File: config.mk
export PLATFORM = sky130hd
export DESIGN_NAME = skt_cell
export DESIGN_NICKNAME = d
export VERILOG_FILES = /design/src/skt_pkg.sv /design/src/skt_cell.sv
export SDC_FILE = /design/constraint.sdc
export NUM_CORES = 1
export LEC_CHECK = 0
export ABC_AREA = 1
export BUFFER_PORTS_ARGS = -buffer_cell sky130_fd_sc_hd__buf_4
export CORE_AREA = 5 5 214 216
export CTS_BUF_LIST = sky130_fd_sc_hd__clkbuf_8
export DETAILED_ROUTE_END_ITERATION = 12
export DIE_AREA = 0 0 219 221
export PLACE_DENSITY = 0.56
export SLEW_MARGIN = 30
export SYNTH_ARGS = -nofsm -noshare
export SYNTH_HDL_FRONTEND = slang
export SYNTH_SLANG_ARGS = --single-unit
File: constraint.sdc
create_clock -name clk_i -period 2.7 [get_ports clk_i]
set_clock_uncertainty 0.05 [all_clocks]
set_input_delay 0 -clock clk_i [delete_from_list [all_inputs] [get_ports clk_i]]
set_output_delay 0 -clock clk_i [all_outputs]
set_load 0.1 [all_outputs]
File: src/skt_pkg.sv
// Package for the sorted key table: record and probe types, request and status codes.
// Has no dependencies. The cell, controller and top-level modules use it.
package skt_pkg;

  // Request codes carried on req_type.
  localparam logic ReqLookup = 1'b0;
  localparam logic ReqInsert = 1'b1;

  // Result status codes.
  localparam logic [2:0] StFound     = 3'd0;
  localparam logic [2:0] StNotFound  = 3'd1;
  localparam logic [2:0] StInserted  = 3'd2;
  localparam logic [2:0] StDuplicate = 3'd3;
  localparam logic [2:0] StFull      = 3'd4;

  localparam int unsigned KeyW   = 64;
  localparam int unsigned ClassW = 8;
  localparam int unsigned OnHandW = 20;
  localparam int unsigned CostW  = 24;
  localparam int unsigned ValueW = 44;
  localparam int unsigned SlotW  = 6;

  // Payload of one record, without its key.
  typedef struct packed {
    logic [ClassW-1:0]  cls;
    logic [OnHandW-1:0] on_hand;
    logic [CostW-1:0]   cost;
  } data_t;

  // One table record as held in a cell.
  typedef struct packed {
    logic [KeyW-1:0] key;
    data_t           data;
  } rec_t;

  // Search probe that walks down the cell chain, one cell per cycle.
  typedef struct packed {
    logic  valid;
    logic  hit;
    data_t data;
  } probe_t;

endpackage

File: src/skt_cell.sv
// One cell of the sorted table: holds one record, checks the passing search probe,
// and takes its lower neighbor's record when an insert opens a gap. Uses skt_pkg.
module skt_cell #(
  parameter int unsigned TABLE_DEPTH = 64,
  parameter int unsigned IDX         = 0
) (
  input  logic                             clk_i,
  input  logic                             rst_ni,
  input  logic [skt_pkg::KeyW-1:0]         key_i,
  input  logic [$clog2(TABLE_DEPTH+1)-1:0] count_i,
  input  skt_pkg::probe_t                  probe_i,
  input  logic [$clog2(TABLE_DEPTH+1)-1:0] pos_i,
  output skt_pkg::probe_t                  probe_o,
  output logic [$clog2(TABLE_DEPTH+1)-1:0] pos_o,
  input  logic                             wr_en_i,
  input  logic [$clog2(TABLE_DEPTH+1)-1:0] wr_pos_i,
  input  skt_pkg::rec_t                    new_rec_i,
  input  skt_pkg::rec_t                    prev_rec_i,
  output skt_pkg::rec_t                    rec_o
);

  localparam int unsigned CW = $clog2(TABLE_DEPTH+1);
  localparam logic [CW-1:0] IdxC  = CW'(IDX);
  localparam logic [CW-1:0] IdxP1 = CW'(IDX + 1);

  skt_pkg::rec_t   rec_q;
  skt_pkg::probe_t probe_d, probe_q;
  logic [CW-1:0]   pos_d, pos_q;
  logic            occ, lt, eq;

  // Compare the held key against the query; only slots below the count take part.
  assign occ = IdxC < count_i;
  assign lt  = occ && (rec_q.key < key_i);
  assign eq  = occ && (rec_q.key == key_i);

  // Lower-bound position and hit data accumulate as the probe passes.
  always_comb begin
    probe_d       = probe_i;
    probe_d.hit   = probe_i.hit | eq;
    probe_d.data  = eq ? rec_q.data : probe_i.data;
    pos_d         = lt ? IdxP1 : (eq ? IdxC : pos_i);
  end

  // Probe stage register.
  always_ff @(posedge clk_i or negedge rst_ni) begin
    if (!rst_ni) begin
      probe_q <= '0;
      pos_q   <= '0;
    end else begin
      probe_q <= probe_d;
      pos_q   <= pos_d;
    end
  end

  // Record storage: take the new record at the insert slot, or shift up from below.
  always_ff @(posedge clk_i) begin
    if (wr_en_i) begin
      if (IdxC == wr_pos_i) begin
        rec_q <= new_rec_i;
      end else if ((IdxC > wr_pos_i) && (IdxC <= count_i)) begin
        rec_q <= prev_rec_i;
      end
    end
  end

  assign probe_o = probe_q;
  assign pos_o   = pos_q;
  assign rec_o   = rec_q;

endmodule

# After elaboration in Yosys (flattened, before gate mapping)
# Cells that the tools add are included.
# op_classes
bitwise_logic,1
muxes,5
eq_ne,1
magnitude_cmp,4
reduce_logical,6
# op_table
operator,count
$mux 116,2
$eq 64x64->1,1
$lt 64x64->1,1
$mux 52,1
$mux 7,2
$gt 1x7->1 const A,1
$le 1x7->1 const A,1
$logic_not 7->1,1
$lt 1x7->1 const A,1
$logic_and 1x1->1,3
$reduce_and 2->1,1
$reduce_bool 2->1,1
$or 1x1->1,1
# word_totals
regBits,177
out_inout_bits,177
input_bits,374
wordCells,27

# Depth between registers and ports, before layout
# depth
ltp_word,4
ltp_mapped,16
ltp_nobuf,16

# Worst setup path before layout
# OpenSTA, ideal clock, no wires.
# synth_timing
path_type,input-to-reg
from,input wr_pos_i[0]
to,"register rec_q (netlist bit rec_o[0]), enable pin"
setup_time_ps,593
path_buffers,1
stages,4
setup_slack_ps,-3477
required_ps,2057
arrival_time_ps,5534
path_cell_list,nor4_1 nand2_1 clkbuf_1 nor2_1
# synth_via
elab_chain_cells,4
elab_cells_between_ends,5
classes_between,order compare: 1; reduce/logical: 4
# synth_lines
element,line,text
start: declaration,skt_cell.sv:16,"input logic [$clog2(TABLE_DEPTH+1)-1:0] wr_pos_i,"
$gt 1x7->1,skt_cell.sv:60,end else if ((IdxC > wr_pos_i) && (IdxC <= count_i)) begin
$logic_and 1x1->1,skt_cell.sv:60,
$reduce_bool 2->1 (no line) *,n/a,
$reduce_and 2->1 (no line) *,n/a,
end signal: assignment,skt_cell.sv:59,rec_q <= new_rec_i;
end signal: assignment,skt_cell.sv:61,rec_q <= prev_rec_i;
end: declaration,skt_cell.sv:26,skt_pkg::rec_t rec_q;
# Mark *: on every way between the ends. The rest lies on a longest branch, timed or not.
# A chain may end at the register's enable or synchronous reset.

==> results.ini <==
[floorplanning]
dieHeight_um = 221
start_util_pct = 20.5
ios = 551
die_w_um = 219
num_rows = 77
dieArea_mm2 = 0.0484
fp.coreArea_mm2 = 0.0437

[sta]
drv_slew = 0
hold_viol = 0
fmax_mhz = 423
final.period_utilization_pct = 87.6
period_needed_ns = 2.36
rsz0062_at_grt = no
hold_ws_ns = 0.105
maxSlewHeadroom_pct = 49.9
worst_slew_pin_slew_ns = 0.752
setup_viol = 0

[placed_design]
io_buffers = 550
dpl.hpwl_um = 32200
placed_cells = 2135
gp_congestion = 0.882
placed_cell_area_mm2 = 0.0138

[clock_network]
htreeDepth = 4
clkSinkCount = 177
clock_latency_ns = 0.56
cts.path.max_buffers = 2
tritoncts = yes
cts_root_buffer = clkbuf_8
cts_inserted_buffers = 17
clkTransAtPathRegs_ns = 0.10

[job]
cap_viol_max_count = 0

[setup_path]
crit_buf_inv = 1
start_kind = flop
critical_path_class = flop to flop
path_cells = ha_1 > nand2_1 > nor2_1 > nand4_1 > nor3_4 > nand2_2 > buf_12 > nand2_1 > nand2_1
cp-end-kind = flop
cp_max_fo = 48
crit_required_ns = 3.09
path_common_cell = nand2_1
critical_path.top_delay_family = simple AND/OR/NAND/NOR gates
slowest_delay_ns = 0.43
crit_slowest_cell = edfxtp_1
cp.arrival_ns = 2.75

[synth]
synth-seq-area-share_pct = 55.9
syn_nets = 1461
synthTopCellsByArea = edfxtp_1 39%, nand2_1 22%, dfrtp_1 17%
synth_edf_count = 116
synth_cells = 1023
synth_top_area_share_pct = 38.9
yosysMostFrequentCell = nand2_1
ys_async_sr_fraction_pct = 34.5
synthFlopType = edfxtp_1
ys_ff_latch = 177
synthTopCellsByCount = 523 x nand2_1, 116 x edfxtp_1, 78 x inv_1
avgSynthCellArea_um2 = 8.76
yosysTopAreaCell = edfxtp_1
synth_area_mm2 = 0.00896
yosysWarnings = 0
ys_types = 20

[run_status]
status = completed

[layout]
drive_gt1_share_pct = 32.1
syn2layout_area_growth_pct = 92.3
post-route-util_pct = 39.4
fin_area_mm2 = 0.0172
nFillCells = 4354
instances_no_fill = 2465
final_nets = 2297

[route]
wl_um = 42500
ant_nets = 0
wl_per_cell_um = 17.2
firstDrtPassIters = 5
post-route-drc-count = 0
num_vias = 10304
avgViaCountPerCell = 4.18
drtIter0Drc = 737

[power_and_ir_drop]
power.leakage_nw = 8.60
p_per_area_mw_per_mm2 = 386
power.total_mw = 6.65
ir_worst_vdd_mv = 0.243

[global_routing]
grt_usage_pct = 17.2
grt_pass1_vias = 10832
overflow = 0
antenna_found_initial = 1
grt_pass1_wl_um = 62700
grt_max_degree = 117

[worst_hold_path]
hold_path_class = input port to flop

[state kept, by name, indices dropped and copies added (netlist names)]
signal	flops
probe_o	54
pos_o	7
rec_o	116
[cells by family (layout without fill, tap and decap cells)]
| group | after synthesis | count (layout) | share of synthesized area [%] |
|---|---|---|---|
| other | 0 | 1 | 0 |
| DFF | 177 | 177 | 55.9 |
| buffers and inverters | 120 | 969 | 5.33 |
| AOI/OAI and AO/OA | 51 | 51 | 3.04 |
| and+or+nand+nor | 611 | 611 | 26.8 |
| adders and majority gates | 64 | 64 | 8.93 |
[layer usage]
layer  vias to the layer above  track usage, %  wire [um]
met1                      4814            19.3      16000
met5                         -               0          0
li1                       4952               -          -
met4                         0            7.60       1880
met3                       108            5.90       3170
met2                       430            29.6      21400
[worst reg2reg max path, cell delays in order, from the launching register on]
cell and delay (ns):
edfxtp_1 0.43, ha_1 0.29, nand2_1 0.06, nor2_1 0.21, nand4_1 0.28, nor3_4 0.41, nand2_2 0.13, buf_12 0.19
nand2_1 0.14, nand2_1 0.07
[power by group]
group | switching [mW] | internal (mW)
clock network | 1.11 | 0.954
registers | 0.0206 | 2.95
logic | 0.810 | 0.810
total | 1.94 | 4.71
[cell type report]
cell class / count / area, um^2 / area share, %
repair buffers: 858 / 7250 / 42.0
flip-flops and latches: 177 / 5010 / 29.1
multi-input cells: 726 / 3510 / 20.4
well taps: 592 / 741 / 4.30
inverters: 79 / 299 / 1.74
clock buffers: 18 / 248 / 1.44
clock inverters: 14 / 175 / 1.02
diodes: 1 / 2.50 / 0.0145
[repair_timing]
| action | CTS | global route |
|---|---|---|
| hold endpoints to repair | 238 | 0 |
| gates resized for setup | 0 | 1 |
| buffers inserted | 0 | 0 |
| hold buffers | 297 | 0 |
| endpoints found under the setup margin | 0 | 1 |
[cells in the final DEF (no fill, tap or decap), drive strengths merged, types with 2 or more instances in the layout]
master	instances
nor2	20
o21a	5
buf	561
nand3	56
nor3	4
bufinv	3
a21o	2
edfxtp	116
nand4	5
dlygate4sd3	297
a21oi	37
ha	64
dfrtp	61
clkinv	3
o21ai	7
nand2	523
inv	87
clkbuf	18
[through the flow]
step | setup slack (ns) | setup TNS (ns)
2_1_floorplan | -0.0840 | -9.74
3_3_place_gp | 0.234 | 0
3_5_place_dp | 0.156 | 0
4_1_cts | 0.148 | 0
5_1_grt | 0.0616 | 0
6_report | 0.336 | 0
[path summary, 6_finish.rpt]
check | startpoint | to | slack [ns] | depth (start not counted)
min in group asynchronous | rst_ni | probe_o[31] | 0.53 | 3
worst max register to register | rec_o[106] | probe_o[43] | 0.34 | 9
worst min-delay path | wr_en_i | rec_o[70] | 0.11 | 4
worst max-delay path | rec_o[106] | probe_o[43] | 0.34 | 9
max in group asynchronous | rst_ni | probe_o[23] | 0.64 | 4
worst min register to register | rec_o[13] | probe_o[13] | 0.46 | 2
(Power assumes the default switching activity.)
