===== src/skt_pkg.sv =====
// Package for the sorted key table: record and probe types, request and status codes.
// Has no dependencies. The cell, controller and top-level modules use it.
package skt_pkg;

  // Request codes carried on req_type.
  localparam logic ReqLookup = 1'b0;
  localparam logic ReqInsert = 1'b1;

  // Result status codes.
  localparam logic [2:0] StFound     = 3'd0;
  localparam logic [2:0] StNotFound  = 3'd1;
  localparam logic [2:0] StInserted  = 3'd2;
  localparam logic [2:0] StDuplicate = 3'd3;
  localparam logic [2:0] StFull      = 3'd4;

  localparam int unsigned KeyW   = 64;
  localparam int unsigned ClassW = 8;
  localparam int unsigned OnHandW = 20;
  localparam int unsigned CostW  = 24;
  localparam int unsigned ValueW = 44;
  localparam int unsigned SlotW  = 6;

  // Payload of one record, without its key.
  typedef struct packed {
    logic [ClassW-1:0]  cls;
    logic [OnHandW-1:0] on_hand;
    logic [CostW-1:0]   cost;
  } data_t;

  // One table record as held in a cell.
  typedef struct packed {
    logic [KeyW-1:0] key;
    data_t           data;
  } rec_t;

  // Search probe that walks down the cell chain, one cell per cycle.
  typedef struct packed {
    logic  valid;
    logic  hit;
    data_t data;
  } probe_t;

endpackage


===== src/skt_ctrl.sv =====
// Controller of the sorted table: takes requests, launches the search probe,
// decides the status, computes the stock value and holds the result. Uses skt_pkg.
module skt_ctrl #(
  parameter int unsigned TABLE_DEPTH = 64
) (
  input  logic                             clk_i,
  input  logic                             rst_ni,
  input  logic                             in_valid_i,
  output logic                             in_stall_o,
  input  logic                             req_type_i,
  input  logic [skt_pkg::KeyW-1:0]         part_key_i,
  input  logic [skt_pkg::ClassW-1:0]       class_code_i,
  input  logic [skt_pkg::OnHandW-1:0]      on_hand_in_i,
  input  logic [skt_pkg::CostW-1:0]        unit_cost_in_i,
  output logic                             out_valid_o,
  input  logic                             out_stall_i,
  output logic [2:0]                       status_o,
  output logic [skt_pkg::SlotW-1:0]        slot_index_o,
  output logic [skt_pkg::ClassW-1:0]       class_out_o,
  output logic [skt_pkg::OnHandW-1:0]      on_hand_out_o,
  output logic [skt_pkg::CostW-1:0]        unit_cost_out_o,
  output logic [skt_pkg::ValueW-1:0]       stock_value_o,
  output logic [skt_pkg::KeyW-1:0]         key_o,
  output logic [$clog2(TABLE_DEPTH+1)-1:0] count_o,
  output skt_pkg::probe_t                  launch_o,
  input  skt_pkg::probe_t                  last_probe_i,
  input  logic [$clog2(TABLE_DEPTH+1)-1:0] last_pos_i,
  output logic                             wr_en_o,
  output logic [$clog2(TABLE_DEPTH+1)-1:0] wr_pos_o,
  output skt_pkg::rec_t                    new_rec_o
);

  localparam int unsigned CW = $clog2(TABLE_DEPTH+1);
  localparam logic [CW-1:0] DepthC = CW'(TABLE_DEPTH);

  typedef enum logic [1:0] {
    IDLE,
    SEARCH,
    CALC,
    RESULT
  } state_e;

  state_e                       state_q;
  logic                         req_q;
  skt_pkg::rec_t                rec_q;
  logic [CW-1:0]                count_q;
  logic                         launch_q;
  logic                         hit_q;
  logic [CW-1:0]                pos_q;
  skt_pkg::data_t               data_q;
  logic [skt_pkg::ValueW-1:0]   prod_q;
  logic [2:0]                   res_status_q;
  logic                         ins_ok;
  logic                         in_fire;
  logic                         res_load;

  logic                         out_valid_q;
  logic [2:0]                   status_q;
  logic [skt_pkg::SlotW-1:0]    slot_q;
  skt_pkg::data_t               out_data_q;
  logic [skt_pkg::ValueW-1:0]   value_q;

  assign in_stall_o = (state_q != IDLE);
  assign in_fire    = in_valid_i && !in_stall_o;
  assign ins_ok     = (req_q == skt_pkg::ReqInsert) && !hit_q && (count_q != DepthC);
  // The result register takes a new result once it is empty or being drained.
  assign res_load   = (state_q == RESULT) && (!out_valid_q || !out_stall_i);

  // Sequencer, count, stock value multiply and output register.
  always_ff @(posedge clk_i or negedge rst_ni) begin
    if (!rst_ni) begin
      state_q      <= IDLE;
      count_q      <= '0;
      launch_q     <= 1'b0;
      out_valid_q  <= 1'b0;
      req_q        <= skt_pkg::ReqLookup;
      rec_q        <= '0;
      hit_q        <= 1'b0;
      pos_q        <= '0;
      data_q       <= '0;
      prod_q       <= '0;
      res_status_q <= skt_pkg::StNotFound;
      status_q     <= skt_pkg::StNotFound;
      slot_q       <= '0;
      out_data_q   <= '0;
      value_q      <= '0;
    end else begin
      launch_q <= in_fire;
      if (out_valid_q && !out_stall_i && !res_load) begin
        out_valid_q <= 1'b0;
      end
      unique case (state_q)
        IDLE: begin
          if (in_fire) begin
            req_q             <= req_type_i;
            rec_q.key         <= part_key_i;
            rec_q.data.cls    <= class_code_i;
            rec_q.data.on_hand <= on_hand_in_i;
            rec_q.data.cost   <= unit_cost_in_i;
            state_q           <= SEARCH;
          end
        end
        SEARCH: begin
          if (last_probe_i.valid) begin
            hit_q   <= last_probe_i.hit;
            pos_q   <= last_pos_i;
            data_q  <= last_probe_i.data;
            state_q <= CALC;
          end
        end
        CALC: begin
          // Status decision; the cells shift in this same cycle on a good insert.
          if (req_q == skt_pkg::ReqLookup) begin
            res_status_q <= hit_q ? skt_pkg::StFound : skt_pkg::StNotFound;
          end else if (hit_q) begin
            res_status_q <= skt_pkg::StDuplicate;
          end else if (count_q == DepthC) begin
            res_status_q <= skt_pkg::StFull;
          end else begin
            res_status_q <= skt_pkg::StInserted;
          end
          if (ins_ok) begin
            count_q <= count_q + CW'(1);
          end
          if ((req_q == skt_pkg::ReqLookup) && hit_q) begin
            prod_q <= skt_pkg::ValueW'(data_q.on_hand) * skt_pkg::ValueW'(data_q.cost);
          end else begin
            prod_q <= '0;
            data_q <= '0;
          end
          state_q <= RESULT;
        end
        RESULT: begin
          if (res_load) begin
            out_valid_q <= 1'b1;
            status_q    <= res_status_q;
            if ((res_status_q == skt_pkg::StNotFound) || (res_status_q == skt_pkg::StFull)) begin
              slot_q <= '0;
            end else begin
              slot_q <= skt_pkg::SlotW'(pos_q);
            end
            out_data_q <= data_q;
            value_q    <= prod_q;
            state_q    <= IDLE;
          end
        end
        default: state_q <= IDLE;
      endcase
    end
  end

  // Probe launched into the first cell.
  always_comb begin
    launch_o       = '0;
    launch_o.valid = launch_q;
  end

  assign key_o     = rec_q.key;
  assign count_o   = count_q;
  assign new_rec_o = rec_q;
  assign wr_en_o   = (state_q == CALC) && ins_ok;
  assign wr_pos_o  = pos_q;

  assign out_valid_o     = out_valid_q;
  assign status_o        = status_q;
  assign slot_index_o    = slot_q;
  assign class_out_o     = out_data_q.cls;
  assign on_hand_out_o   = out_data_q.on_hand;
  assign unit_cost_out_o = out_data_q.cost;
  assign stock_value_o   = value_q;

endmodule


===== config.mk =====
export PLATFORM = sky130hd
export DESIGN_NAME = skt_ctrl
export DESIGN_NICKNAME = d
export VERILOG_FILES = /design/src/skt_pkg.sv /design/src/skt_ctrl.sv
export SDC_FILE = /design/constraint.sdc
export NUM_CORES = 2
export LEC_CHECK = 0
export ABC_AREA = 1
export BUFFER_PORTS_ARGS = -buffer_cell sky130_fd_sc_hd__buf_4
export CORE_UTILIZATION = 59
export CTS_BUF_LIST = sky130_fd_sc_hd__clkbuf_8
export CTS_CLUSTER_DIAMETER = 120
export DETAILED_ROUTE_END_ITERATION = 6
export PLACE_DENSITY_LB_ADDON = 0.3
export SYNTH_ARGS = -nofsm -noshare
export SYNTH_HDL_FRONTEND = slang
export SYNTH_SLANG_ARGS = --single-unit

===== constraint.sdc =====
create_clock -name clk_i -period 8.2 [get_ports clk_i]
set_clock_uncertainty 0.15 [all_clocks]
set_input_delay 0.82 -clock clk_i [delete_from_list [all_inputs] [get_ports clk_i]]
set_output_delay 0.82 -clock clk_i [all_outputs]
set_load 0.02 [all_outputs]

# Word level (Yosys, flattened, before mapping)

Index checks and enable logic that the tools add are counted.
Widths: inputs -> output; s select.

Register bits: 340
Input bits: 182
Output and inout bits: 356
Logic and storage cells: 76

Add/sub/neg operators: 1
Multiply operators: 1
Equality and inequality tests: 11
Mux-type cells: 16
Bitwise gates (word level): 1
Reduce and logical (&&, ||, !) cells: 24

Operators with widths:

| cell                | count |
|---|---|
| $mux 52             | 2 |
| $pmux 52 s2         | 1 |
| $mul 20x24->44      | 1 |
| $mux 44             | 1 |
| $mux 3              | 3 |
| $logic_and 1x1->1   | 8 |
| $ne 2x2->1 const B  | 4 |
| $pmux 2 s4          | 1 |
| $reduce_and 2->1    | 4 |
| $add 7x1->7 const B | 1 |
| $eq 7x7->1 const B  | 1 |
| $ne 7x7->1 const B  | 1 |
| $mux 2              | 3 |
| $mux 6              | 1 |
| $reduce_and 3->1    | 2 |
| $logic_not 1->1     | 5 |
| $eq 2x2->1 const B  | 2 |
| $mux 1              | 4 |
| $reduce_bool 2->1   | 2 |
| $eq 3x1->1 const B  | 1 |
| $eq 3x3->1 const B  | 1 |
| $eq 2x1->1 const B  | 1 |
| $logic_not 2->1     | 1 |
| $logic_or 1x1->1    | 2 |
| $not 1->1           | 1 |

# Logic depth before layout (Yosys ltp)

Depth in word-level cells: 8
Gate-level depth with buffers: 31
Mapped depth without buffers: 29

# Worst setup path after synthesis

Ideal clock, no wire load.

Path kind: reg2reg
Start: reg data_q[27] (netlist bit)
End: reg prod_q[29] (netlist bit)
Setup time: 0.117 ns
Arrival: 5.676 ns
Data required time: 7.933 ns
Path slack: 2.256 ns
Stages on the path, launching flop included: 29
Buffers on the path: 2
Clock period less this slack: 5.944 ns
Cells stage by stage: dfrtp_1 -> clkbuf_1 -> clkbuf_1 -> nand2_1 -> inv_1 -> fa_1 -> fa_1 -> inv_1 -> fa_1 -> inv_1 -> fa_1 -> inv_1 -> fa_1 -> inv_1 -> fa_1 -> inv_1 -> fa_1 -> inv_1 -> ha_1 -> nand2_2 -> nor2_2 -> nand2_1 -> nand3b_1 -> nand3_2 -> nand2_1 -> nand2_1 -> nand2_1 -> nand3_1 -> nand2_1

Longest elaborated chain between the ends: 2

Ends and longest elaborated chain:

| element                | RTL line        | text |
|---|---|---|
| start, declared        | skt_ctrl.sv:50  | `skt_pkg::data_t data_q;` |
| start signal, assigned | skt_ctrl.sv:107 | `data_q <= last_probe_i.data;` |
| $mul 20x24->44         | skt_ctrl.sv:126 | `prod_q <= skt_pkg::ValueW'(data_q.on_hand) * skt_pkg::ValueW'(data_q.cost);` |
| $mux 44                | skt_ctrl.sv:125 | `if ((req_q == skt_pkg::ReqLookup) && hit_q) begin` |
| end signal, assigned   | skt_ctrl.sv:126 |  |
| end, declared          | skt_ctrl.sv:51  | `logic [skt_pkg::ValueW-1:0] prod_q;` |

Every way passes these cells.
A chain may end at the register's enable or synchronous reset.

# Final worst setup path

Start: reg data_q[7] (netlist bit)
End: reg prod_q[28] (netlist bit)

Same word-level chain as after synthesis.

==> flow_metrics.tcl <==
set metrics [dict create \
    first_global_vias 26200 \
    postCtsSetupBuffers 0 \
    synth_seq_cells 340 \
    wl_per_cell_um 18.4 \
    synthesis.area_um2 31000 \
    numPortBuffers 484 \
    drive_gt1_share_pct 14.9 \
    yosys.cell_types.count 39 \
    yosysTopAreaCell "dfrtp_1" \
    yosysWarnings 0 \
    grt_pass1_wl_mm 146 \
    numCtsBuffers 59 \
    clock-sinks 340 \
    die_w_um 231 \
    post-route-min-period_ps 6900 \
    drt_wl_total_mm 92.0 \
    layout_common_cells "nand2_1 (1320), inv_1 (936), buf_4 (515)" \
    yosysSeqAreaShare_pct 27.4 \
    vdd_ir_drop_max_uv 217 \
    clockRootBuffer "clkbuf_8" \
    status "finished, final reports clean" \
    pre_cts_slack_ps 1400 \
    layout_commonest_cell "nand2_1" \
    worstMarginPinSlew_ps 1170 \
    critPathLaunchType "flip-flop" \
    clk_latency_ps 700 \
    num_rows 83 \
    p_per_area_nw_per_um2 324 \
    clk_pin_slew_ps 60 \
    synth.area.top_cells "dfrtp_1 (27%), fa_1 (25%), nand2_1 (16%), inv_1 (11%), ha_1 (6.6%)" \
    crit_type "flip-flop to flip-flop" \
    drt_first_iter_violations 2329 \
    avgSynthCellArea_um2 7.88 \
    fin_nets 5012 \
    start_util_pct 60.1 \
    worst-path-max-fanout 21 \
    rr_startpoint "data_q[7]" \
    r2r_cells 25 \
    dieArea_um2 53500 \
    setup_slack_ps 1300 \
    antenna_found_initial 5 \
    grt.total_usage_pct 35.6 \
    cts_resized 0 \
    synth_top_cell_area_share_pct 27.2 \
    hold_viol 0 \
    io_pins 538 \
    hold_class "primary input to asynchronous set/reset pin" \
    slew_viol_final 0 \
    drt-vias-per-instance 5.19 \
    chipHeight_um 231 \
    firstDrtPassIters 6 \
    slew_headroom_pct 21.7 \
    cp-end-kind "flip-flop" \
    dpl.hpwl_mm 69.9 \
    required_ps 8610 \
    design.core.area_um2 51600 \
    leakage_uw 0.0216 \
    overflow 0 \
    grt_max_degree 115 \
    vias 25900 \
    setup_violations 0 \
    drc 0 \
    htreeDepth 2 \
    cts_tree "done" \
    gp_congestion 0.947 \
    arrival_ps 7310 \
    synth_cells 3942 \
    cap_violations 0 \
    regToRegSetupSlack_ps 1300 \
    fmax_ghz 0.145 \
    period_share_pct 84.1 \
    cts_buffer_depth 3 \
    setup_tns_ps 0 \
    syn_to_final_growth_pct 14.8 \
    rsz0062_at_grt "no" \
    cts_hold_buffers 0 \
    postRouteAntennaNets 0 \
    timing.rr.end "prod_q[28]" \
]
==> kinds of logic after synthesis <==
| family | Yosys count | synth area share, % |
|---|---|---|
| other | 1 | 0.0121 |
| adder cells (fa/ha/maj) | 556 | 31.9 |
| XOR/XNOR | 9 | 0.254 |
| buffers and inverters | 1221 | 16.3 |
| AO/OA/AOI/OAI | 251 | 4.24 |
| AND/OR/NAND/NOR | 1564 | 19.9 |
| flip-flops | 340 | 27.4 |
==> worst max-delay path by stage <==
stage | from | end | cells past startpoint
2_1_floorplan | data_q[27] | prod_q[29] | 28
3_3_place_gp | data_q[7] | prod_q[28] | 25
3_5_place_dp | data_q[7] | prod_q[28] | 25
4_1_cts | data_q[7] | prod_q[28] | 25
5_1_grt | data_q[7] | prod_q[28] | 25
6_report | data_q[7] | prod_q[28] | 25
==> power breakdown <==
group / switching, µW / internal [µW]
clock: 782 / 853
sequential: 1030 / 2330
combinational: 4170 / 2380
total: 5980 / 5570
==> worst max-delay path: stages, from the launching register on <==
cell     delay [ps]
dfrtp_1        1120
nand2_1         220
fa_1            590
inv_1            50
fa_1            500
inv_1            60
fa_1            530
inv_1            50
fa_1            490
fa_1            420
fa_1            520
inv_1            60
fa_1            480
inv_1            40
ha_1            390
nand2_1         140
nor2_1          170
inv_1            80
nor3_1          130
nand2_1          90
nand2_2         100
nand2_1         100
nand2_1          70
nand2_1          50
nand3_1         110
nand2_1          80
==> metrics by stage <==
step	util [%]	total power (µW)	hold WS, ps	cells	instance area (µm²)
CTS	69.0	11500	26.3	4998	35600
finish	69.1	11500	27.5	5001	35600
global route	69.0	12400	82.0	4999	35600
detailed placement	66.7	9760	314	4893	34400
floorplan	-	7180	299	3994	31200
global placement	66.7	9670	309	4893	34400
==> metal layers <==
layer / up-vias / global-route usage (%) / part of all wire [%]
li1: 11900 / - / -
met1: 12500 / 50.6 / 41
met2: 1410 / 53.1 / 44
met3: 173 / 10.5 / 12
met4: 4 / 10.2 / 2.7
met5: - / 0 / 0.022
==> state kept, by name, summed over array words and instances, names as in the netlist, 2 cells and up <==
register,flops
wr_pos_o,7
stock_value_o,44
prod_q,44
status_o,3
on_hand_out_o,20
data_q,52
slot_index_o,6
new_rec_o,52
count_o,7
res_status_q,3
state_q,2
class_out_o,8
unit_cost_out_o,24
key_o,64
==> area by class of cell <==
type	instances	area, µm²
fill	4270	16000
tap	680	851
clock buffer	74	1020
sequential	340	8510
multi-input combinational	2433	17700
antenna	3	7.51
inverter	923	3470
timing repair buffer	517	3900
clock inverter	31	210
==> cells in the mapped netlist (all sizes together) <==
master,n
o21bai,5
clkinv,1
o21ai,184
dfrtp,338
fa,392
nand3,118
inv,922
nand2,1331
o22ai,14
a211oi,1
buf,154
nor4,1
xnor2,4
or2,2
nor2,97
dfstp,2
o32ai,2
and3,1
clkbuf,144
a21oi,42
nand4,2
nand3b,5
and2,6
conb,1
nor3,1
a21boi,3
xor2,5
ha,164
Note: power is estimated with default switching activity, not from simulation.
